==> config.mk <==
export PLATFORM = sky130hd
export DESIGN_NAME = daisy_chain_spi_command_framer_flat
export DESIGN_NICKNAME = d
export VERILOG_FILES = /design/src/sv/dscf_pkg.sv /design/src/sv/dscf_if.sv /design/src/sv/dscf_sequencer.sv /design/src/sv/dscf_datapath.sv /design/src/sv/daisy_chain_spi_command_framer.sv /design/src/flat_wrapper.sv
export SDC_FILE = /design/constraint.sdc
export NUM_CORES = 1
export LEC_CHECK = 0
export ABC_CLOCK_PERIOD_IN_PS = 6400
export BUFFER_PORTS_ARGS = -buffer_cell sky130_fd_sc_hd__buf_2
export CORE_ASPECT_RATIO = 1.25
export CORE_MARGIN = 4
export CORE_UTILIZATION = 57
export CTS_CLUSTER_DIAMETER = 200
export DETAILED_ROUTE_END_ITERATION = 16
export PLACE_DENSITY = 0.88
export SETUP_SLACK_MARGIN = 0.02
export SYNTH_ARGS = -nofsm -noshare
export SYNTH_HDL_FRONTEND = slang
export SYNTH_SLANG_ARGS = --single-unit
==> constraint.sdc <==
create_clock -name clk_i -period 6.4 [get_ports clk_i]
set_clock_uncertainty 0.2 [all_clocks]
set_input_delay 0 -clock clk_i [delete_from_list [all_inputs] [get_ports clk_i]]
set_output_delay 0 -clock clk_i [all_outputs]
set_load 0.01 [all_outputs]
==> src/sv/dscf_pkg.sv <==
// Shared types, constants and the microcode table of the daisy chain command framer.
`default_nettype none

package dscf_pkg;

  // Field widths of the request and result channels.
  localparam int unsigned MODE_W = 2;
  localparam int unsigned DEV_W  = 4;
  localparam int unsigned BYTE_W = 8;
  localparam int unsigned BC_W   = 2;
  localparam int unsigned VAL_W  = 24;
  localparam int unsigned CFG_W  = 4;

  // Value bytes are picked out of a zero-extended word of up to four bytes.
  localparam int unsigned VAL_EXT_W = 32;

  // Default sizes of the block.
  localparam int unsigned MAX_CHAIN       = 8;
  localparam int unsigned MAX_VALUE_BYTES = 3;

  // Chain length after reset and the read flag that is or-ed into a read command.
  localparam logic [CFG_W-1:0]  CHAIN_RESET = 4'd4;
  localparam logic [BYTE_W-1:0] READ_FLAG   = 8'h20;

  // Request kinds.
  typedef enum logic [MODE_W-1:0] {
    MODE_WRITE = 2'd0,
    MODE_READ  = 2'd1,
    MODE_RAW   = 2'd2,
    MODE_RX    = 2'd3
  } mode_e;

  // Microcode addresses.
  typedef enum logic [2:0] {
    ST_IDLE,
    ST_WR_CMD,
    ST_WR_VAL,
    ST_RD_CMD,
    ST_RD_ZERO,
    ST_RAW,
    ST_RX
  } step_e;

  // Sequencing kind of a control word.
  typedef enum logic [1:0] {
    SEQ_DISPATCH,
    SEQ_FRAME,
    SEQ_RX
  } seq_e;

  // Source of the payload byte of a frame.
  typedef enum logic [1:0] {
    SRC_CMD,
    SRC_CMD_RD,
    SRC_VALUE,
    SRC_ZERO
  } src_e;

  // One control word of the microcode table.
  typedef struct packed {
    seq_e  seq;      // how the step counter moves
    src_e  src;      // payload byte of the frame
    logic  cnt_chk;  // more frames may follow this one
    logic  dec;      // this frame uses up one value frame
    logic  rd_flag;  // a read command that ends here reports an empty result
    step_e next;     // jump target when more frames follow
  } ctrl_t;

  // Control from the sequencer to the datapath.
  typedef struct packed {
    ctrl_t cw;
    logic  accept;
    logic  fire;
  } seq_ctrl_t;

  // Status from the datapath to the sequencer.
  typedef struct packed {
    logic frame_last;
    logic more;
    logic pending;
    logic slot_free;
  } stat_t;

  // Microcode table: one control word per step.
  function automatic ctrl_t ucode(input step_e s);
    ctrl_t cw;
    cw = '{seq: SEQ_DISPATCH, src: SRC_ZERO, cnt_chk: 1'b0, dec: 1'b0,
           rd_flag: 1'b0, next: ST_IDLE};
    case (s)
      ST_IDLE: begin
        cw = '{seq: SEQ_DISPATCH, src: SRC_ZERO, cnt_chk: 1'b0, dec: 1'b0,
               rd_flag: 1'b0, next: ST_IDLE};
      end
      ST_WR_CMD: begin
        cw = '{seq: SEQ_FRAME, src: SRC_CMD, cnt_chk: 1'b1, dec: 1'b0,
               rd_flag: 1'b0, next: ST_WR_VAL};
      end
      ST_WR_VAL: begin
        cw = '{seq: SEQ_FRAME, src: SRC_VALUE, cnt_chk: 1'b1, dec: 1'b1,
               rd_flag: 1'b0, next: ST_WR_VAL};
      end
      ST_RD_CMD: begin
        cw = '{seq: SEQ_FRAME, src: SRC_CMD_RD, cnt_chk: 1'b1, dec: 1'b0,
               rd_flag: 1'b1, next: ST_RD_ZERO};
      end
      ST_RD_ZERO: begin
        cw = '{seq: SEQ_FRAME, src: SRC_ZERO, cnt_chk: 1'b1, dec: 1'b1,
               rd_flag: 1'b0, next: ST_RD_ZERO};
      end
      ST_RAW: begin
        cw = '{seq: SEQ_FRAME, src: SRC_CMD, cnt_chk: 1'b0, dec: 1'b0,
               rd_flag: 1'b0, next: ST_IDLE};
      end
      ST_RX: begin
        cw = '{seq: SEQ_RX, src: SRC_ZERO, cnt_chk: 1'b0, dec: 1'b0,
               rd_flag: 1'b0, next: ST_IDLE};
      end
      default: begin
        cw = '{seq: SEQ_DISPATCH, src: SRC_ZERO, cnt_chk: 1'b0, dec: 1'b0,
               rd_flag: 1'b0, next: ST_IDLE};
      end
    endcase
    return cw;
  endfunction

  // Entry step of each request kind.
  function automatic step_e dispatch(input logic [MODE_W-1:0] mode);
    step_e s;
    case (mode_e'(mode))
      MODE_WRITE: s = ST_WR_CMD;
      MODE_READ:  s = ST_RD_CMD;
      MODE_RAW:   s = ST_RAW;
      MODE_RX:    s = ST_RX;
      default:    s = ST_IDLE;
    endcase
    return s;
  endfunction

endpackage

`default_nettype wire

==> src/sv/dscf_if.sv <==
// Request and result channel interfaces of the daisy chain command framer.
`default_nettype none

interface dscf_in_if;
  logic                         valid;
  logic                         ready;
  logic [dscf_pkg::MODE_W-1:0]  mode;
  logic [dscf_pkg::DEV_W-1:0]   device_index;
  logic [dscf_pkg::BYTE_W-1:0]  command_byte;
  logic [dscf_pkg::BC_W-1:0]    byte_count;
  logic [dscf_pkg::VAL_W-1:0]   value;
  logic [dscf_pkg::BYTE_W-1:0]  rx_byte;

  modport source (
    output valid, mode, device_index, command_byte, byte_count, value, rx_byte,
    input  ready
  );
  modport sink (
    input  valid, mode, device_index, command_byte, byte_count, value, rx_byte,
    output ready
  );
endinterface

interface dscf_out_if;
  logic                         valid;
  logic                         ready;
  logic [dscf_pkg::BYTE_W-1:0]  tx_byte;
  logic                         frame_end;
  logic                         target_slot;
  logic                         read_valid;
  logic [dscf_pkg::VAL_W-1:0]   read_value;
  logic                         last;

  modport source (
    output valid, tx_byte, frame_end, target_slot, read_valid, read_value, last,
    input  ready
  );
  modport sink (
    input  valid, tx_byte, frame_end, target_slot, read_valid, read_value, last,
    output ready
  );
endinterface

`default_nettype wire

==> src/sv/dscf_sequencer.sv <==
// Step counter, microcode lookup and dispatch of the daisy chain command framer.
`default_nettype none

module dscf_sequencer (
  input  wire logic                        clk_i,
  input  wire logic                        rst_ni,
  input  wire logic                        in_valid_i,
  input  wire logic [dscf_pkg::MODE_W-1:0] in_mode_i,
  output logic                             in_ready_o,
  input  wire dscf_pkg::stat_t             stat_i,
  output dscf_pkg::seq_ctrl_t              ctrl_o
);

  dscf_pkg::step_e step_q, step_d;
  dscf_pkg::ctrl_t cw;
  logic            accept;
  logic            fire;

  // Step register.
  always_ff @(posedge clk_i or negedge rst_ni) begin
    if (!rst_ni) begin
      step_q <= dscf_pkg::ST_IDLE;
    end else begin
      step_q <= step_d;
    end
  end

  // Control word lookup and next step.
  always_comb begin
    cw         = dscf_pkg::ucode(step_q);
    in_ready_o = (cw.seq == dscf_pkg::SEQ_DISPATCH);
    accept     = in_ready_o && in_valid_i;
    fire       = 1'b0;
    step_d     = step_q;
    case (cw.seq)
      dscf_pkg::SEQ_DISPATCH: begin
        if (accept) begin
          step_d = dscf_pkg::dispatch(in_mode_i);
        end
      end
      dscf_pkg::SEQ_FRAME: begin
        // One byte per cycle while the result register has room.
        if (stat_i.slot_free) begin
          fire = 1'b1;
          if (stat_i.frame_last) begin
            step_d = stat_i.more ? cw.next : dscf_pkg::ST_IDLE;
          end
        end
      end
      dscf_pkg::SEQ_RX: begin
        // A received byte with no read open finishes without a result.
        if (!stat_i.pending || stat_i.slot_free) begin
          fire   = 1'b1;
          step_d = dscf_pkg::ST_IDLE;
        end
      end
      default: begin
        step_d = dscf_pkg::ST_IDLE;
      end
    endcase
  end

  assign ctrl_o = '{cw: cw, accept: accept, fire: fire};

  // An accepted request always leaves the idle step.
  a_accept_leaves_idle: assert property (@(posedge clk_i) disable iff (!rst_ni)
    accept |=> step_q != dscf_pkg::ST_IDLE)
    else $error("request accepted but sequencer stayed idle");

endmodule

`default_nettype wire

==> src/sv/dscf_datapath.sv <==
// Frame byte generation, read collection and result register of the command framer.
`default_nettype none

module dscf_datapath #(
  parameter int unsigned MAX_CHAIN       = dscf_pkg::MAX_CHAIN,
  parameter int unsigned MAX_VALUE_BYTES = dscf_pkg::MAX_VALUE_BYTES
) (
  input  wire logic                        clk_i,
  input  wire logic                        rst_ni,
  input  wire logic                        cfg_we_i,
  input  wire logic [dscf_pkg::CFG_W-1:0]  cfg_wdata_i,
  input  wire logic [dscf_pkg::MODE_W-1:0] in_mode_i,
  input  wire logic [dscf_pkg::DEV_W-1:0]  in_device_index_i,
  input  wire logic [dscf_pkg::BYTE_W-1:0] in_command_byte_i,
  input  wire logic [dscf_pkg::BC_W-1:0]   in_byte_count_i,
  input  wire logic [dscf_pkg::VAL_W-1:0]  in_value_i,
  input  wire logic [dscf_pkg::BYTE_W-1:0] in_rx_byte_i,
  input  wire dscf_pkg::seq_ctrl_t         ctrl_i,
  output dscf_pkg::stat_t                  stat_o,
  dscf_out_if.source                       out_o
);

  localparam int unsigned LEN_W = $clog2(MAX_CHAIN + 1);
  localparam int unsigned CNT_W = $clog2(MAX_VALUE_BYTES + 1);
  localparam int unsigned CMP_W = (LEN_W > dscf_pkg::DEV_W) ? LEN_W : dscf_pkg::DEV_W;
  localparam int unsigned BW    = dscf_pkg::BYTE_W;
  localparam int unsigned VW    = dscf_pkg::VAL_W;

  // Configuration register.
  logic [dscf_pkg::CFG_W-1:0] chain_q, chain_d;

  // Request registers.
  logic [dscf_pkg::DEV_W-1:0] dev_q, dev_d;
  logic [BW-1:0]              cmd_q, cmd_d;
  logic [VW-1:0]              val_q, val_d;
  logic [BW-1:0]              rx_q, rx_d;

  // Frame counters.
  logic [LEN_W-1:0] slot_q, slot_d;
  logic [CNT_W-1:0] frames_left_q, frames_left_d;

  // Read state.
  logic                       pending_q, pending_d;
  logic [dscf_pkg::DEV_W-1:0] rd_dev_q, rd_dev_d;
  logic [CNT_W-1:0]           bytes_left_q, bytes_left_d;
  logic [LEN_W-1:0]           rx_slot_q, rx_slot_d;
  logic [VW-1:0]              acc_q, acc_d;

  // Result register.
  logic          out_valid_q, out_valid_d;
  logic [BW-1:0] tx_q, tx_d;
  logic          fend_q, fend_d;
  logic          tgt_q, tgt_d;
  logic          rv_q, rv_d;
  logic [VW-1:0] rval_q, rval_d;
  logic          last_q, last_d;

  // Combinational terms.
  logic [LEN_W-1:0]             len;
  logic [CNT_W-1:0]             bc_sat;
  logic                         frame_last;
  logic                         tx_hit;
  logic                         more;
  logic [CNT_W-1:0]             val_idx;
  logic [dscf_pkg::VAL_EXT_W-1:0] val_shifted;
  logic [BW-1:0]                src_byte;
  logic [LEN_W-1:0]             rx_slot_c;
  logic                         rx_hit;
  logic                         rx_wrap;
  logic                         rx_done;
  logic [VW-1:0]                acc_new;
  logic                         slot_free;
  logic                         frame_fire;
  logic                         rx_fire;

  function automatic logic mode_is_read(input logic [dscf_pkg::MODE_W-1:0] m);
    return dscf_pkg::mode_e'(m) == dscf_pkg::MODE_READ;
  endfunction

  // Effective chain length: zero acts as one, long chains are capped.
  always_comb begin
    if (chain_q == '0) begin
      len = LEN_W'(1);
    end else if (32'(chain_q) > MAX_CHAIN) begin
      len = LEN_W'(MAX_CHAIN);
    end else begin
      len = LEN_W'(chain_q);
    end
  end

  // Value byte count, capped at the largest supported count.
  assign bc_sat = (32'(in_byte_count_i) > MAX_VALUE_BYTES) ? CNT_W'(MAX_VALUE_BYTES)
                                                           : CNT_W'(in_byte_count_i);

  // Byte k of a frame belongs to device len - k.
  assign frame_last = (slot_q == len - LEN_W'(1));
  assign tx_hit     = (CMP_W'(dev_q) == CMP_W'(len - slot_q));
  assign more       = ctrl_i.cw.cnt_chk &&
                      (ctrl_i.cw.dec ? (frames_left_q != CNT_W'(1))
                                     : (frames_left_q != '0));

  // Value frames go out most significant byte first.
  assign val_idx     = frames_left_q - CNT_W'(1);
  assign val_shifted = dscf_pkg::VAL_EXT_W'(val_q) >> {val_idx, 3'b000};

  always_comb begin
    case (ctrl_i.cw.src)
      dscf_pkg::SRC_CMD:    src_byte = cmd_q;
      dscf_pkg::SRC_CMD_RD: src_byte = cmd_q | dscf_pkg::READ_FLAG;
      dscf_pkg::SRC_VALUE:  src_byte = val_shifted[BW-1:0];
      dscf_pkg::SRC_ZERO:   src_byte = '0;
      default:              src_byte = '0;
    endcase
  end

  // Received byte: slot position, target match and shift into the value.
  assign rx_slot_c = (rx_slot_q >= len) ? (len - LEN_W'(1)) : rx_slot_q;
  assign rx_hit    = (CMP_W'(rd_dev_q) == CMP_W'(len - rx_slot_c));
  assign acc_new   = rx_hit ? {acc_q[VW-BW-1:0], rx_q} : acc_q;
  assign rx_wrap   = (rx_slot_c == len - LEN_W'(1));
  assign rx_done   = rx_wrap && (bytes_left_q == CNT_W'(1));

  assign slot_free  = !out_valid_q || out_o.ready;
  assign frame_fire = ctrl_i.fire && (ctrl_i.cw.seq == dscf_pkg::SEQ_FRAME);
  assign rx_fire    = ctrl_i.fire && (ctrl_i.cw.seq == dscf_pkg::SEQ_RX) && pending_q;

  // Next state of all registers.
  always_comb begin
    chain_d       = chain_q;
    dev_d         = dev_q;
    cmd_d         = cmd_q;
    val_d         = val_q;
    rx_d          = rx_q;
    slot_d        = slot_q;
    frames_left_d = frames_left_q;
    pending_d     = pending_q;
    rd_dev_d      = rd_dev_q;
    bytes_left_d  = bytes_left_q;
    rx_slot_d     = rx_slot_q;
    acc_d         = acc_q;
    out_valid_d   = out_valid_q && !out_o.ready;
    tx_d          = tx_q;
    fend_d        = fend_q;
    tgt_d         = tgt_q;
    rv_d          = rv_q;
    rval_d        = rval_q;
    last_d        = last_q;

    if (cfg_we_i) begin
      chain_d = cfg_wdata_i;
    end

    // Latch a new request; a read request opens a fresh read.
    if (ctrl_i.accept) begin
      dev_d         = in_device_index_i;
      cmd_d         = in_command_byte_i;
      val_d         = in_value_i;
      rx_d          = in_rx_byte_i;
      slot_d        = '0;
      frames_left_d = bc_sat;
      if (mode_is_read(in_mode_i)) begin
        rd_dev_d     = in_device_index_i;
        rx_slot_d    = '0;
        acc_d        = '0;
        pending_d    = (bc_sat != '0);
        bytes_left_d = bc_sat;
      end
    end

    // One frame byte.
    if (frame_fire) begin
      slot_d = frame_last ? '0 : slot_q + LEN_W'(1);
      if (frame_last && ctrl_i.cw.dec) begin
        frames_left_d = frames_left_q - CNT_W'(1);
      end
      out_valid_d = 1'b1;
      tx_d        = tx_hit ? src_byte : '0;
      fend_d      = frame_last;
      tgt_d       = tx_hit;
      rv_d        = ctrl_i.cw.rd_flag && frame_last && !more;
      rval_d      = '0;
      last_d      = frame_last && !more;
    end

    // One received byte of an open read.
    if (rx_fire) begin
      rx_slot_d   = rx_wrap ? '0 : rx_slot_c + LEN_W'(1);
      bytes_left_d = rx_wrap ? bytes_left_q - CNT_W'(1) : bytes_left_q;
      acc_d       = rx_done ? '0 : acc_new;
      pending_d   = !rx_done;
      out_valid_d = 1'b1;
      tx_d        = '0;
      fend_d      = 1'b0;
      tgt_d       = rx_hit;
      rv_d        = rx_done;
      rval_d      = rx_done ? acc_new : '0;
      last_d      = 1'b1;
    end
  end

  // Control and read state.
  always_ff @(posedge clk_i or negedge rst_ni) begin
    if (!rst_ni) begin
      chain_q       <= dscf_pkg::CHAIN_RESET;
      slot_q        <= '0;
      frames_left_q <= '0;
      pending_q     <= 1'b0;
      rd_dev_q      <= '0;
      bytes_left_q  <= '0;
      rx_slot_q     <= '0;
      acc_q         <= '0;
      out_valid_q   <= 1'b0;
    end else begin
      chain_q       <= chain_d;
      slot_q        <= slot_d;
      frames_left_q <= frames_left_d;
      pending_q     <= pending_d;
      rd_dev_q      <= rd_dev_d;
      bytes_left_q  <= bytes_left_d;
      rx_slot_q     <= rx_slot_d;
      acc_q         <= acc_d;
      out_valid_q   <= out_valid_d;
    end
  end

  // Request and result payload.
  always_ff @(posedge clk_i) begin
    dev_q  <= dev_d;
    cmd_q  <= cmd_d;
    val_q  <= val_d;
    rx_q   <= rx_d;
    tx_q   <= tx_d;
    fend_q <= fend_d;
    tgt_q  <= tgt_d;
    rv_q   <= rv_d;
    rval_q <= rval_d;
    last_q <= last_d;
  end

  assign stat_o = '{frame_last: frame_last, more: more, pending: pending_q,
                    slot_free: slot_free};

  assign out_o.valid       = out_valid_q;
  assign out_o.tx_byte     = tx_q;
  assign out_o.frame_end   = fend_q;
  assign out_o.target_slot = tgt_q;
  assign out_o.read_valid  = rv_q;
  assign out_o.read_value  = rval_q;
  assign out_o.last        = last_q;

  // A finished read always closes its request.
  a_read_valid_last: assert property (@(posedge clk_i) disable iff (!rst_ni)
    out_valid_q && rv_q |-> last_q)
    else $error("read result not on the last result of its request");

  // The read value is zero unless a read has finished.
  a_read_value_zero: assert property (@(posedge clk_i) disable iff (!rst_ni)
    out_valid_q && !rv_q |-> rval_q == '0)
    else $error("read value shown without a finished read");

  // An open read always has bytes left to collect.
  a_pending_bytes: assert property (@(posedge clk_i) disable iff (!rst_ni)
    pending_q |-> bytes_left_q != '0)
    else $error("read open with no bytes left");

  // A value or dummy frame never runs with its frame count used up.
  a_frame_count: assert property (@(posedge clk_i) disable iff (!rst_ni)
    frame_fire && ctrl_i.cw.dec |-> frames_left_q != '0)
    else $error("value frame emitted with no frames left");

endmodule

`default_nettype wire

==> src/sv/daisy_chain_spi_command_framer.sv <==
// Top level of the SPI daisy chain command framer.
//
// Requests enter on in_i and byte results leave on out_o, both valid/ready
// channels. A write, read or raw request expands into frames of L bytes, L
// being the chain length register (written through cfg_we_i/cfg_wdata_i).
// Only the target device's slot carries data; all other slots are zero.
// A write or read of N value bytes gives (1 + N) * L results, a raw byte L,
// a received byte (mode 3) one result, or none when no read is open.
// Sequencing: a request is taken in the idle step of the microcode sequencer,
// which then steps through its frames; each result is registered in the output
// register, one byte per cycle while that register has room. The next request
// is taken while the last result still waits in the output register.
// A stalled receiver holds the output register; the sequencer holds its frame
// or read step and counters until the result is taken.
// Reset sets the chain length to 4, closes any open read and empties the
// output register.
`default_nettype none

module daisy_chain_spi_command_framer #(
  parameter int unsigned MAX_CHAIN       = dscf_pkg::MAX_CHAIN,
  parameter int unsigned MAX_VALUE_BYTES = dscf_pkg::MAX_VALUE_BYTES
) (
  input  wire logic                       clk_i,
  input  wire logic                       rst_ni,
  input  wire logic                       cfg_we_i,
  input  wire logic [dscf_pkg::CFG_W-1:0] cfg_wdata_i,
  dscf_in_if.sink                         in_i,
  dscf_out_if.source                      out_o
);

  dscf_pkg::seq_ctrl_t ctrl;
  dscf_pkg::stat_t     stat;
  logic                in_ready;

  // Microcode sequencer.
  dscf_sequencer u_seq (
    .clk_i      (clk_i),
    .rst_ni     (rst_ni),
    .in_valid_i (in_i.valid),
    .in_mode_i  (in_i.mode),
    .in_ready_o (in_ready),
    .stat_i     (stat),
    .ctrl_o     (ctrl)
  );

  assign in_i.ready = in_ready;

  // Datapath with the read state and the result register.
  dscf_datapath #(
    .MAX_CHAIN       (MAX_CHAIN),
    .MAX_VALUE_BYTES (MAX_VALUE_BYTES)
  ) u_dp (
    .clk_i             (clk_i),
    .rst_ni            (rst_ni),
    .cfg_we_i          (cfg_we_i),
    .cfg_wdata_i       (cfg_wdata_i),
    .in_mode_i         (in_i.mode),
    .in_device_index_i (in_i.device_index),
    .in_command_byte_i (in_i.command_byte),
    .in_byte_count_i   (in_i.byte_count),
    .in_value_i        (in_i.value),
    .in_rx_byte_i      (in_i.rx_byte),
    .ctrl_i            (ctrl),
    .stat_o            (stat),
    .out_o             (out_o)
  );

endmodule

`default_nettype wire
==> src/flat_wrapper.sv <==
// flat-port wrapper written by rule: the top's interface ports become plain ports
module daisy_chain_spi_command_framer_flat 
#(
  parameter int unsigned MAX_CHAIN       = dscf_pkg::MAX_CHAIN,
  parameter int unsigned MAX_VALUE_BYTES = dscf_pkg::MAX_VALUE_BYTES
)
  (clk_i, rst_ni, cfg_we_i, cfg_wdata_i, in_i_valid, in_i_mode, in_i_device_index, in_i_command_byte, in_i_byte_count, in_i_value, in_i_rx_byte, in_i_ready, out_o_valid, out_o_tx_byte, out_o_frame_end, out_o_target_slot, out_o_read_valid, out_o_read_value, out_o_last, out_o_ready);
  dscf_in_if in_i_i ();
  dscf_out_if out_o_i ();
  input  wire logic clk_i;
  input  wire logic rst_ni;
  input  wire logic cfg_we_i;
  input  wire logic [dscf_pkg::CFG_W-1:0] cfg_wdata_i;
  input wire logic [$bits(in_i_i.valid)-1:0] in_i_valid;
  input wire logic [$bits(in_i_i.mode)-1:0] in_i_mode;
  input wire logic [$bits(in_i_i.device_index)-1:0] in_i_device_index;
  input wire logic [$bits(in_i_i.command_byte)-1:0] in_i_command_byte;
  input wire logic [$bits(in_i_i.byte_count)-1:0] in_i_byte_count;
  input wire logic [$bits(in_i_i.value)-1:0] in_i_value;
  input wire logic [$bits(in_i_i.rx_byte)-1:0] in_i_rx_byte;
  output wire logic [$bits(in_i_i.ready)-1:0] in_i_ready;
  output wire logic [$bits(out_o_i.valid)-1:0] out_o_valid;
  output wire logic [$bits(out_o_i.tx_byte)-1:0] out_o_tx_byte;
  output wire logic [$bits(out_o_i.frame_end)-1:0] out_o_frame_end;
  output wire logic [$bits(out_o_i.target_slot)-1:0] out_o_target_slot;
  output wire logic [$bits(out_o_i.read_valid)-1:0] out_o_read_valid;
  output wire logic [$bits(out_o_i.read_value)-1:0] out_o_read_value;
  output wire logic [$bits(out_o_i.last)-1:0] out_o_last;
  input wire logic [$bits(out_o_i.ready)-1:0] out_o_ready;
  assign in_i_i.valid = in_i_valid;
  assign in_i_i.mode = in_i_mode;
  assign in_i_i.device_index = in_i_device_index;
  assign in_i_i.command_byte = in_i_command_byte;
  assign in_i_i.byte_count = in_i_byte_count;
  assign in_i_i.value = in_i_value;
  assign in_i_i.rx_byte = in_i_rx_byte;
  assign in_i_ready = in_i_i.ready;
  assign out_o_valid = out_o_i.valid;
  assign out_o_tx_byte = out_o_i.tx_byte;
  assign out_o_frame_end = out_o_i.frame_end;
  assign out_o_target_slot = out_o_i.target_slot;
  assign out_o_read_valid = out_o_i.read_valid;
  assign out_o_read_value = out_o_i.read_value;
  assign out_o_last = out_o_i.last;
  assign out_o_i.ready = out_o_ready;
  daisy_chain_spi_command_framer #(.MAX_CHAIN(MAX_CHAIN), .MAX_VALUE_BYTES(MAX_VALUE_BYTES)) u_core (.clk_i(clk_i), .rst_ni(rst_ni), .cfg_we_i(cfg_we_i), .cfg_wdata_i(cfg_wdata_i), .in_i(in_i_i), .out_o(out_o_i));
endmodule
==> impl_results.md, run 1 <==
* First-pass GRT wire length at around 29,000 um
* Minimum hold slack at 0.02670 ns
* Total number of vias at roughly 5,500
* Post-DP HPWL at between 9000 and 10,000 um
* Clock group share of total power at 25.1%
* IO Count at 95
* Syn Area/Cell at between 10 and 15 um^2
* Syn_nets at 640
* Largest family of logic cells by synthesized area: compound AO/OA/AOI/OAI gates
* # Post-CTS Setup Buffers at 0
* Port Buffers at 94
* Status: complete, no violations
* Internal Power at roughly 2300 uW
* Worst hold path class: in2async
* Die Height at 126.5 um
* LEAKAGE at 0.003488 uW
* CP required at 6.46 ns
* Pre-antenna DRT Iters at 5
* Vias per cell at between 6 and 7
* Layout Cells excl Fill at 868
* Fillcell total at between 600 and 700
* Comb power frac at 40.6%
* Vias in the first global route at 5,643
* Inst Count DP at 771
* Setup TNS at 0 ns
* Synth Area in Compound Gates at between 15 and 20%
* Register bit total from synthesis at 129
* Total Wirelength at 17,740 um
* Starting density of the core at 58.04%
* Count of flip-flops with a built-in enable after synthesis at 70
* Core Area at 0.01103 mm^2
* Die area at between 0.01 and 0.015 mm^2
* Net Sw Frac at 40.13%
* Simple-Gate Fraction of Synth Area at between 10 and 15%
* Worst rel slew slack at 29.33%
* Crit path time final at ~5.6 ns
* Detailed-route DRC error count at 0
* Synthesized instance count at 563
* Crit. End Element: register
* Pin count of the biggest net entering global routing at 50
* Max Clk Rate at 180.1 MHz
* # hold bufs at CTS at 63
* Clock tree root driver cell: clkbuf_16
* Layout cell share with drive strength beyond 1 at 20.25%
* Slew Limit Fails at 0
* Post-synthesis adder-cell area fraction at approximately 4.0%
* CTS sink count at 129
* Post-Synth XOR/XNOR Area at between 3 and 4%
* Placer Congestion at 0.9384
* H-tree depth at 4
* Starting DRT DRC Count at a little under 500
* Final hold violations at 0
* Flop2flop setup slack at 0.85 ns
* CTS tree: done
* Overflow after GRT at 0
* Critical path type: reg2reg
* Die X at 102.8 um
* Reg power frac at 34.3%
* CTS buffer count at 17
* Synth unique cells at 66
* Row count at 43
* RSZ-0062 raised after global routing: false
* Maximum vdd drop at 357.3 uV
* Asr flop ratio synth at around 38%
* CP arrival at 5.62 ns
* PD cells at 463.1 mW/mm^2
* Total of max-cap violations at 0
* Antenna viol nets, final at 0
* Post-Route Utilization at between 70 and 80%
* Ys Warns at 0
* Finish-stage setup viols at 0
* Post-CTS resize count at 0
* Worst-Skew Late Latency at 0.43 ns
* Area grow syn2layout at 27.60%
* Main synth FF type: edfxtp_1
* CTS clk-pin slew, worst paths at 0.06 ns
* CTS max path bufs at 2
* Initial antenna violation count at 1
* Total global-route track usage at 28.62%
* Layout Nets at 795
* Psw at 1518 uW
* Seq/Total Area, Yosys at between 50% and 60%
* Worst Setup Start Kind: register
* Routed WL per cell at 20.44 um
* Fin crit share at 86.77%
* Slew @ Worst Pin at 1.056 ns
* Fraction of synthesized area in multiplexers at 5.590%
* Synthesized area at about 0.0064 mm^2
* Crit-path max FO at 24
## logic make-up (layout without fill, tap and decap cells)
group,Yosys count,in the layout
xor+xnor,19,19
simple gates,144,144
buf+inv,73,241
fa+ha+maj,20,20
mux,35,35
other cells,0,2
compound gates,143,143
flops,129,129
## placed cells by master (no fill, tap or decap), drive strengths merged, types with 5 or more instances in the layout
cell type / count
xnor2: 13
buf: 100
a22o: 8
a21oi: 23
nand2b: 6
dlygate4sd3: 63
ha: 19
nor2b: 6
dfxtp: 10
inv: 52
mux2: 6
nor4: 6
o21ai: 24
nor2: 20
dfrtp: 48
mux2i: 29
o31ai: 29
and3: 5
nor3: 6
clkbuf: 17
nand3: 9
edfxtp: 70
nand2: 65
o311ai: 26
o211ai: 7
## metal layers
| metal | up-vias | global-route usage (%) | wire [um] | part of all wire [%] |
|---|---|---|---|---|
| li1 | 2421 | - | - | - |
| met1 | 2642 | 34.38 | 6561 | 37 |
| met2 | 346 | 47.95 | 8982 | 51 |
| met3 | 75 | 7.261 | 1444 | 8.1 |
| met4 | 0 | 12.96 | 750 | 4.2 |
| met5 | - | 0 | 0 | 0 |
## cell usage after synthesis (6+ instances only)
cell type / count / area share (%)
edfxtp_1: 70 / 33
nand2_1: 65 / 3.8
dfrtp_1: 48 / 19
inv_1: 44 / 2.6
mux2i_1: 29 / 4.5
o31ai_1: 29 / 3.4
o311ai_0: 25 / 3.4
a21oi_1: 23 / 1.8
o21ai_0: 22 / 1.7
nor2_1: 20 / 1.2
ha_1: 19 / 3.7
clkbuf_1: 17 / 1.0
xnor2_1: 13 / 1.8
dfxtp_1: 10 / 3.1
nand3_1: 9 / 0.70
a22o_1: 8 / 1.1
o211ai_1: 7 / 0.82
mux2_2: 6 / 1.1
nor2b_1: 6 / 0.59
nor3_1: 6 / 0.47
nor4_1: 6 / 0.59
## power by group through the flow
stage | clock network, uW | logic (uW) | registers (uW)
3_5_place_dp | 0 | 1410 | 1300
5_1_grt | 988 | 1670 | 1320
3_3_place_gp | 0 | 1360 | 1280
4_1_cts | 940 | 1470 | 1280
2_1_floorplan | 0 | 1030 | 1310
6_report | 949 | 1540 | 1300
## sequential cells by signal (all words and copies together), names as in the netlist, 2 cells and up
register,flops
u_core.u_dp.out_o.read_value,24
u_core.u_dp.rd_dev_q,4
u_core.u_dp.cmd_q,8
u_core.u_dp.dev_q,4
u_core.u_seq.step_q,3
u_core.u_dp.chain_q,4
u_core.u_dp.rx_slot_q,4
u_core.u_dp.out_o.tx_byte,8
u_core.u_dp.acc_q,24
u_core.u_dp.slot_q,4
u_core.u_dp.rx_q,8
u_core.u_dp.val_q,24
u_core.u_dp.frames_left_q,2
u_core.u_dp.bytes_left_q,2
## critical path: stages, from the launching register on
cell and delay (ns):
dfstp_2 0.54, nor2_1 0.06, o21ai_0 0.18, buf_4 0.18
inv_1 0.05, ha_1 0.30, or3b_4 0.44, a21oi_1 0.43
nor2_1 0.10, a21oi_1 0.25, ha_1 0.29, inv_1 0.07
ha_1 0.18, a31o_2 0.22, o31ai_1 0.34, nand4b_1 0.76
o311ai_0 0.66, o31ai_1 0.14
## path summary, 6_finish.rpt
path	from	end	depth (start not counted)
worst max-delay path	u_core.u_dp.chain_q[2]	u_core.u_dp.acc_q[17]	17
worst min-delay path	rst_ni	u_core.u_dp.chain_q[0]	3
worst max register to register	u_core.u_dp.chain_q[2]	u_core.u_dp.acc_q[17]	17
worst min register to register	u_core.u_dp.out_o.tx_byte[4]	u_core.u_dp.out_o.tx_byte[4]	1
max in group asynchronous	rst_ni	u_core.u_dp.acc_q[9]	3
min in group clk_i	in_i_rx_byte[5]	u_core.u_dp.rx_q[5]	2
## stage by stage
step	area (um^2)	worst slack [ns]	power [uW]
floorplan	6401	1.906	2344
global placement	6962	1.344	2639
detailed placement	6962	0.9832	2708
CTS	8163	1.004	3691
global route	8165	0.4765	3971
finish	8168	0.8467	3783
## final cells by class
class	count	area (um^2)	share of cell area, %
well taps	135	168.9	2.068
diodes	2	5.005	0.06127
multi-input cells	361	2575	31.53
clock buffers	17	425.4	5.208
flip-flops and latches	129	3530	43.21
clock inverters	15	145.1	1.777
repair buffers	163	1146	14.03
inverters	46	172.7	2.114
Note: power is estimated with default switching activity, not from simulation.
==> inputs of run 2 (changes only) <==
--- a/config.mk
+++ b/config.mk
@@ -5,6 +5,7 @@
 export SDC_FILE = /design/constraint.sdc
 export NUM_CORES = 1
 export LEC_CHECK = 0
+export ABC_AREA = 1
 export ABC_CLOCK_PERIOD_IN_PS = 6400
 export BUFFER_PORTS_ARGS = -buffer_cell sky130_fd_sc_hd__buf_2
 export CORE_ASPECT_RATIO = 1.25
==> run 2 against run 1 <==
Effect of this change:
- combinational power grew 19%
- utilization rose by 1.1 points
- synthesized area down 3.1%
- critical path depth is 2 higher
- setup slack better by 0.62 ns
- flip-flop and latch count did not move
- maximum frequency grew 13%
- design area fell by 2.3%
- largest cell class unchanged
==> impl_results.md, run 2 <==
* Die X at 101.3 um (was 102.8 um)
* Synth area leader: edfxtp_1 (unchanged)
* Reg-to-Reg Start: u_core.u_dp.chain_q[2] (unchanged)
* H-tree depth at 4 (unchanged)
* IO Count at 95 (unchanged)
* Placer Congestion at 0.8778 (was 0.9384)
* Starting DRT DRC Count at 404 (was 489)
* Total Wirelength at 16,390 um (was 17,740 um)
* # Post-CTS Setup Buffers at 0 (unchanged)
* Worst rel slew slack at 22.35% (was 29.33%)
* Total number of vias at 5,357 (was 5,484)
* Area share of the largest cell type after synthesis at 33.89% (was 32.84%)
* Post-DP HPWL at 9372 um (was 9926 um)
* Critical Path Most Common Cell: nand2_1 (was ha_1)
* Critical path type: reg2reg (unchanged)
* Antenna Cells at 0 (was 2)
* Fillcell total at 644 (was 601)
* Register bit total from synthesis at 129 (unchanged)
* Main synth FF type: edfxtp_1 (unchanged)
* Commonest non-fill, non-tap cell in the layout: nand2_1 (was buf_2)
* Count leader, synth: nand2_1 (was edfxtp_1)
* Pre-antenna DRT Iters at 5 (unchanged)
* Layout Nets at 882 (was 795)
* Largest family of logic cells by synthesized area: simple AND/OR/NAND/NOR gates (was compound AO/OA/AOI/OAI gates)
* Synth unique cells at 41 (was 66)
* GR Util met2 at 46.80% (was 47.95%)
* RSZ-0062 raised after global routing: false (unchanged)
* Antenna viol nets, final at 0 (unchanged)
* CTS buffer count at 17 (unchanged)
* Synth Area in Compound Gates at 8.473% (was 16.26%)
* Most frequent cells in the layout: nand2_1, buf_2, inv_1 (was buf_2, edfxtp_1, nand2_1)
* Detailed-route DRC error count at 0 (unchanged)
* Crit. End Element: register (unchanged)
* CTS sink count at 129 (unchanged)
* Simple-Gate Fraction of Synth Area at 21.34% (was 11.10%)
* Final hold violations at 0 (unchanged)
* CP required at 6.46 ns (about the same)
* CTS tree: done (unchanged)
* CTS max path bufs at 2 (unchanged)
* Initial antenna violation count at 0 (was 1)
* Slew Limit Fails at 0 (unchanged)
* Starting density of the core at 58.43% (was 58.04%)
* Fin crit share at 77.04% (was 86.77%)
* Status: complete, no violations (unchanged)
* Routed WL per cell at 17.25 um (was 20.44 um)
* CP arrival at 4.99 ns (was 5.62 ns)
* Crit path time final at 4.930 ns (was 5.553 ns)
* Flop2flop setup slack at 1.47 ns (was 0.85 ns)
* Synthesized instance count at 644 (was 563)
* Worst Setup Start Kind: register (unchanged)
* Minimum hold slack at 0.08159 ns (was 0.02670 ns)
* Fraction of synthesized area in multiplexers at 0.9078% (was 5.590%)
* Clock tree root driver cell: clkbuf_16 (unchanged)
* Met1 GRT Util at 30.21% (was 34.38%)
* Register area at 0.003530 mm^2 (unchanged)
* Crit path cell chain: nor2_1, o21ai_0, inv_1, ha_1, nand2_1, inv_2, nand2_2, nand3_4, o21ai_0, ha_1, inv_1, ha_1, xnor2_1, nand2_1, a21oi_4, nand3_4, nand2_1, nand2_1, nor2_1 (was nor2_1, o21ai_0, buf_4, inv_1, ha_1, or3b_4, a21oi_1, nor2_1, a21oi_1, ha_1, inv_1, ha_1, a31o_2, o31ai_1, nand4b_1, o311ai_0, o31ai_1)
* Met3 usage in global routing at 6.835% (was 7.261%)
* First-pass GRT wire length at 26,720 um (was 28,770 um)
* Layout cell share with drive strength beyond 1 at 21.27% (was 20.25%)
* Max Clk Rate at 202.8 MHz (was 180.1 MHz)
* Crit-path max FO at 25 (was 24)
* Post-Synth XOR/XNOR Area at 2.098% (was 3.030%)
* Count of flip-flops with a built-in enable after synthesis at 70 (unchanged)
* Syn Area/Cell at 9.631 um^2 (was 11.37 um^2)
* Largest stage delay, worst path at 0.55 ns (was 0.76 ns)
* PD cells at 519.2 mW/mm^2 (was 463.1 mW/mm^2)
* Core Area at 0.01062 mm^2 (was 0.01103 mm^2)
* Slew @ Worst Pin at 1.165 ns (was 1.056 ns)
* Die area at 0.01262 mm^2 (was 0.01300 mm^2)
* Worst path slowest cell: dfstp_2 (was nand4b_1)
* Main area contributors after synthesis: edfxtp_1, dfrtp_1, nand2_1 (was edfxtp_1, dfrtp_1, mux2i_1)
* Area grow syn2layout at 28.67% (was 27.60%)
* Commonest cells post-synth: nand2_1, inv_1, edfxtp_1, nand3_1, dfrtp_1 (was edfxtp_1, nand2_1, dfrtp_1, inv_1)
* Hold path start: in_i_value[3]
* Synthesized area at 0.006202 mm^2 (was 0.006401 mm^2)
* CTS clk-pin slew, worst paths at 0.07 ns (was 0.06 ns)
* Multi-input logic area at 0.002293 mm^2 (was 0.002575 mm^2)
* Worst-Skew Late Latency at 0.42 ns (was 0.43 ns)
* Syn_nets at 721 (was 640)
* LEAKAGE at 0.003585 uW (was 0.003488 uW)
* Overflow after GRT at 0 (unchanged)
* Port Buffers at 94 (unchanged)
* Worst hold path class: in2reg (was in2async)
* Vias per cell at 5.639 (was 6.318)
* Asr flop ratio synth at 37.98% (unchanged)
* # hold bufs at CTS at 62 (was 63)
* Total design power at 4143 uW (was 3783 uW)
* Die Height at 124.6 um (was 126.5 um)
* Setup TNS at 0 ns (unchanged)
* Maximum vdd drop at 348.6 uV (was 357.3 uV)
* GRT busiest layer: met2 (unchanged)
* Post-synthesis adder-cell area fraction at 4.156% (was 4.027%)
* Finish-stage setup viols at 0 (unchanged)
* Post-CTS resize count at 0 (unchanged)
* Total global-route track usage at 27.18% (was 28.62%)
* Row count at 42 (was 43)
* Total of max-cap violations at 0 (unchanged)
* Post-Route Utilization at 75.18% (was 74.06%)
* Vias in the first global route at 5,548 (was 5,643)
* Seq/Total Area, Yosys at 56.91% (was 55.14%)
* Ys Warns at 0 (unchanged)
* Crit path launch: u_core.u_dp.chain_q[2] (unchanged)
* Pin count of the biggest net entering global routing at 50 (unchanged)
-- run 2: stage by stage --
stage	setup WS, ns	cells	cell area [um^2]
final	1.470	950	7980
after global routing	1.055	950	7980
after CTS	1.537	950	7980
after detailed placement	1.556	856	6759
after global placement	1.786	856	6759
after floorplan	2.652	644	6202
-- run 2: where the power goes --
group / switching, uW / internal (uW)
clock network: 404 / 586
logic: 1250 / 586
registers: 137 / 1180
total: 1790 / 2360
-- run 2: layout make-up --
type	instances	area share, %
sequential	129	44.23
multi-input combinational	422	28.74
timing repair buffer	157	13.77
clock buffer	17	5.331
inverter	78	3.669
clock inverter	15	2.195
tap	132	2.070
-- run 2: kinds of logic after synthesis --
family	after synthesis
XOR/XNOR	14
AO/OA/AOI/OAI	87
flip-flops	129
multiplexers	5
adder cells (fa/ha/maj)	20
AND/OR/NAND/NOR	296
buffers and inverters	93
-- run 2: critical path, delay by kind of cell (launching register included) --
kind / cells / cell delay [ns]
AO/OA/AOI/OAI: 3 / 1.45
XOR/XNOR: 1 / 0.17
adder cells (fa/ha/maj): 3 / 0.84
buffers and inverters: 3 / 0.19
flip-flops: 1 / 0.55
AND/OR/NAND/NOR: 9 / 1.34
-- run 2: layer usage --
layer / vias to the layer above / routed length [um]
met5: - / 0
met4: 0 / 771
met3: 76 / 1154
met2: 266 / 8706
met1: 2551 / 5756
li1: 2464 / -
-- run 2: worst paths after layout --
path                       cells past startpoint                         endpoint
setup / recovery                              19  u_core.u_dp.out_o.read_value[6]
setup reg to reg                              19  u_core.u_dp.out_o.read_value[6]
hold reg to reg                                2     u_core.u_dp.out_o.tx_byte[5]
max in group asynchronous                      2             u_core.u_dp.acc_q[2]
hold / removal                                 2             u_core.u_dp.val_q[3]
min in group asynchronous                      2           u_core.u_dp.chain_q[1]
==> inputs of run 3 (changes only) <==
--- a/config.mk
+++ b/config.mk
@@ -6,14 +6,14 @@
 export NUM_CORES = 1
 export LEC_CHECK = 0
 export ABC_AREA = 1
-export ABC_CLOCK_PERIOD_IN_PS = 6400
+export ABC_CLOCK_PERIOD_IN_PS = 4500
 export BUFFER_PORTS_ARGS = -buffer_cell sky130_fd_sc_hd__buf_2
 export CORE_ASPECT_RATIO = 1.25
 export CORE_MARGIN = 4
-export CORE_UTILIZATION = 57
+export CORE_UTILIZATION = 51
 export CTS_CLUSTER_DIAMETER = 200
 export DETAILED_ROUTE_END_ITERATION = 16
-export PLACE_DENSITY = 0.88
+export PLACE_DENSITY = 0.84
 export SETUP_SLACK_MARGIN = 0.02
 export SYNTH_ARGS = -nofsm -noshare
 export SYNTH_HDL_FRONTEND = slang
==> constraint.sdc (replaced) <==
create_clock -name clk_i -period 4.5 [get_ports clk_i]
set_clock_uncertainty 0.2 [all_clocks]
set_input_delay 0 -clock clk_i [delete_from_list [all_inputs] [get_ports clk_i]]
set_output_delay 0 -clock clk_i [all_outputs]
set_load 0.01 [all_outputs]
==> run 3 against run 2 <==
Effect of this change:
- critical path depth rose by 1
- first-iteration DRC count is 25% lower
- setup slack got worse by 1.0 ns
- power increased by 40%
- sequential power is 42% higher
- global-route usage is 4.1 points lower
- largest power group unchanged
- cell count grew 3.6%
==> impl_results.md, run 3 (synthesis results as in run 2) <==
* Fillcell total at 869 (was 644)
* Multi-input logic area at 0.002293 mm^2 (unchanged)
* Pre-antenna DRT Iters at 5 (unchanged)
* Register area at 0.003530 mm^2 (unchanged)
* Placed cell area at 0.006833 mm^2 (was 0.006759 mm^2)
* Starting density of the core at 52.64% (was 58.43%)
* Max Clk Rate at 246.8 MHz (was 202.8 MHz)
* Setup TNS at 0 ns (unchanged)
* CTS max path bufs at 2 (unchanged)
* Layout Nets at 887 (was 882)
* Crit path time final at 4.053 ns (was 4.930 ns)
* Critical path type: reg2reg (unchanged)
* Commonest non-fill, non-tap cell in the layout: nand2_1 (unchanged)
* IO Count at 95 (unchanged)
* Wl on met1 at 5911 um (was 5756 um)
* CTS buffer count at 17 (unchanged)
* Total number of vias at 5,096 (was 5,357)
* CP arrival at 4.12 ns (was 4.99 ns)
* H-tree depth at 4 (unchanged)
* Antenna Cells at 0 (unchanged)
* Minimum hold slack at 0.04176 ns (was 0.08159 ns)
* Post-DP HPWL at 9230 um (was 9372 um)
* Fin crit share at 90.06% (was 77.04%)
* Starting DRT DRC Count at 304 (was 404)
* Vias in the first global route at 5,320 (was 5,548)
* First-pass GRT wire length at 25,410 um (was 26,720 um)
* Port Buffers at 94 (unchanged)
* Met2 wire length at 7999 um (was 8706 um)
* Detailed-route DRC error count at 0 (unchanged)
* Area grow syn2layout at 29.55% (was 28.67%)
* Initial antenna violation count at 0 (unchanged)
* Crit. End Element: register (unchanged)
* CTS sink count at 129 (unchanged)
* CP required at 4.56 ns (was 6.46 ns)
* Vias per cell at 5.179 (was 5.639)
* Row count at 44 (was 42)
* Total of max-cap violations at 0 (unchanged)
* Layout cell share with drive strength beyond 1 at 21.87% (was 21.27%)
* CTS tree: done (unchanged)
* Worst-Skew Late Latency at 0.42 ns (about the same)
* Clock tree root driver cell: clkbuf_16 (unchanged)
* Final hold violations at 0 (unchanged)
* Status: complete, no violations (unchanged)
* Slew Limit Fails at 0 (unchanged)
* Crit-path max FO at 25 (unchanged)
* Total Wirelength at 15,280 um (was 16,390 um)
* Antenna viol nets, final at 0 (unchanged)
* Fin area at 0.008035 mm^2 (was 0.007980 mm^2)
* Core Area at 0.01178 mm^2 (was 0.01062 mm^2)
* Die X at 106.6 um (was 101.3 um)
* DR WL met3 at 962 um (was 1154 um)
* Post-Route Utilization at 68.20% (was 75.18%)
* Finish-stage setup viols at 0 (unchanged)
* R2r worst-path depth at 20 (was 19)
* Slew @ Worst Pin at 1.014 ns (was 1.165 ns)
* Crit path launch: u_core.u_dp.chain_q[1] (was u_core.u_dp.chain_q[2])
* Overflow after GRT at 0 (unchanged)
* Die area at 0.01400 mm^2 (was 0.01262 mm^2)
* LEAKAGE at 0.003609 uW (was 0.003585 uW)
* Die Height at 131.3 um (was 124.6 um)
* Routed WL per cell at 15.53 um (was 17.25 um)
* PD cells at 722.4 mW/mm^2 (was 519.2 mW/mm^2)
* Worst rel slew slack at 32.31% (was 22.35%)
* CTS clk-pin slew, worst paths at 0.06 ns (was 0.07 ns)
* Worst hold path class: in2async (was in2reg)
* DR top layer: met4 (unchanged)
* Total global-route track usage at 23.08% (was 27.18%)
* Reg-to-Reg Start: u_core.u_dp.chain_q[1] (was u_core.u_dp.chain_q[2])
* Placer Congestion at 0.9193 (was 0.8778)
* Most frequent cells in the layout: nand2_1, buf_2, inv_1 (unchanged)
* Worst Setup Start Kind: register (unchanged)
* RSZ-0062 raised after global routing: false (unchanged)
* Maximum vdd drop at 384.5 uV (was 348.6 uV)
* Pin count of the biggest net entering global routing at 50 (unchanged)
==> run 3: path summary, 6_finish.rpt <==
path | slack, ns | end
min | 0.04 | u_core.u_dp.acc_q[4]
max in group asynchronous | 3.62 | u_core.u_dp.acc_q[1]
max | 0.45 | u_core.u_dp.out_o.read_value[8]
max reg2reg | 0.45 | u_core.u_dp.out_o.read_value[8]
min reg2reg | 0.25 | u_core.u_dp.out_o.tx_byte[5]
min in group clk_i | 0.09 | u_core.u_dp.val_q[19]
==> run 3: metrics by stage <==
stage / power (uW) / cells / setup WS (ns)
after floorplan: 3761 / 644 / 0.7524
after detailed placement: 4357 / 890 / 0.4972
after global placement: 4283 / 890 / 0.6387
after global routing: 6223 / 984 / 0.05833
after CTS: 5758 / 984 / 0.4649
final: 5805 / 984 / 0.4474
==> run 3: repair_timing <==
item	CTS	global route
hold buffers	62	0
resized for setup	0	0
hold endpoints to repair	114	0
setup buffers	0	0
==> run 3: report_power, final <==
part	switching [uW]	internal, uW
combinational	1730	870
clock	601	739
sequential	185	1680
total	2510	3290
==> run 3: layout make-up <==
type | count | share of cell area, %
Clock buffer | 17 | 5.294
Tap cell | 161 | 2.507
Timing Repair Buffer | 162 | 14.14
Clock inverter | 15 | 1.946
Sequential cell | 129 | 43.93
Inverter | 78 | 3.644
Multi-Input combinational cell | 422 | 28.54
==> run 3: critical path: stages, from the launching register on <==
cell	delay (ns)
dfrtp_1	0.40
nor2_1	0.14
nand2_1	0.08
a21oi_2	0.19
inv_1	0.13
ha_1	0.31
nand2_1	0.07
nand2_1	0.05
nand2_1	0.11
nand3_4	0.13
o21ai_0	0.38
ha_1	0.24
inv_1	0.05
ha_1	0.27
xnor2_1	0.15
nand2_1	0.10
a21oi_4	0.15
nand3_4	0.36
nand2_1	0.21
nand2_1	0.08
nor2_1	0.09
==> run 3: layer usage <==
| metal | global-route usage, % | vias to the layer above |
|---|---|---|
| li1 | - | 2473 |
| met3 | 5.250 | 39 |
| met4 | 10.66 | 0 |
| met2 | 40.16 | 221 |
| met1 | 26.83 | 2363 |
| met5 | 0 | - |
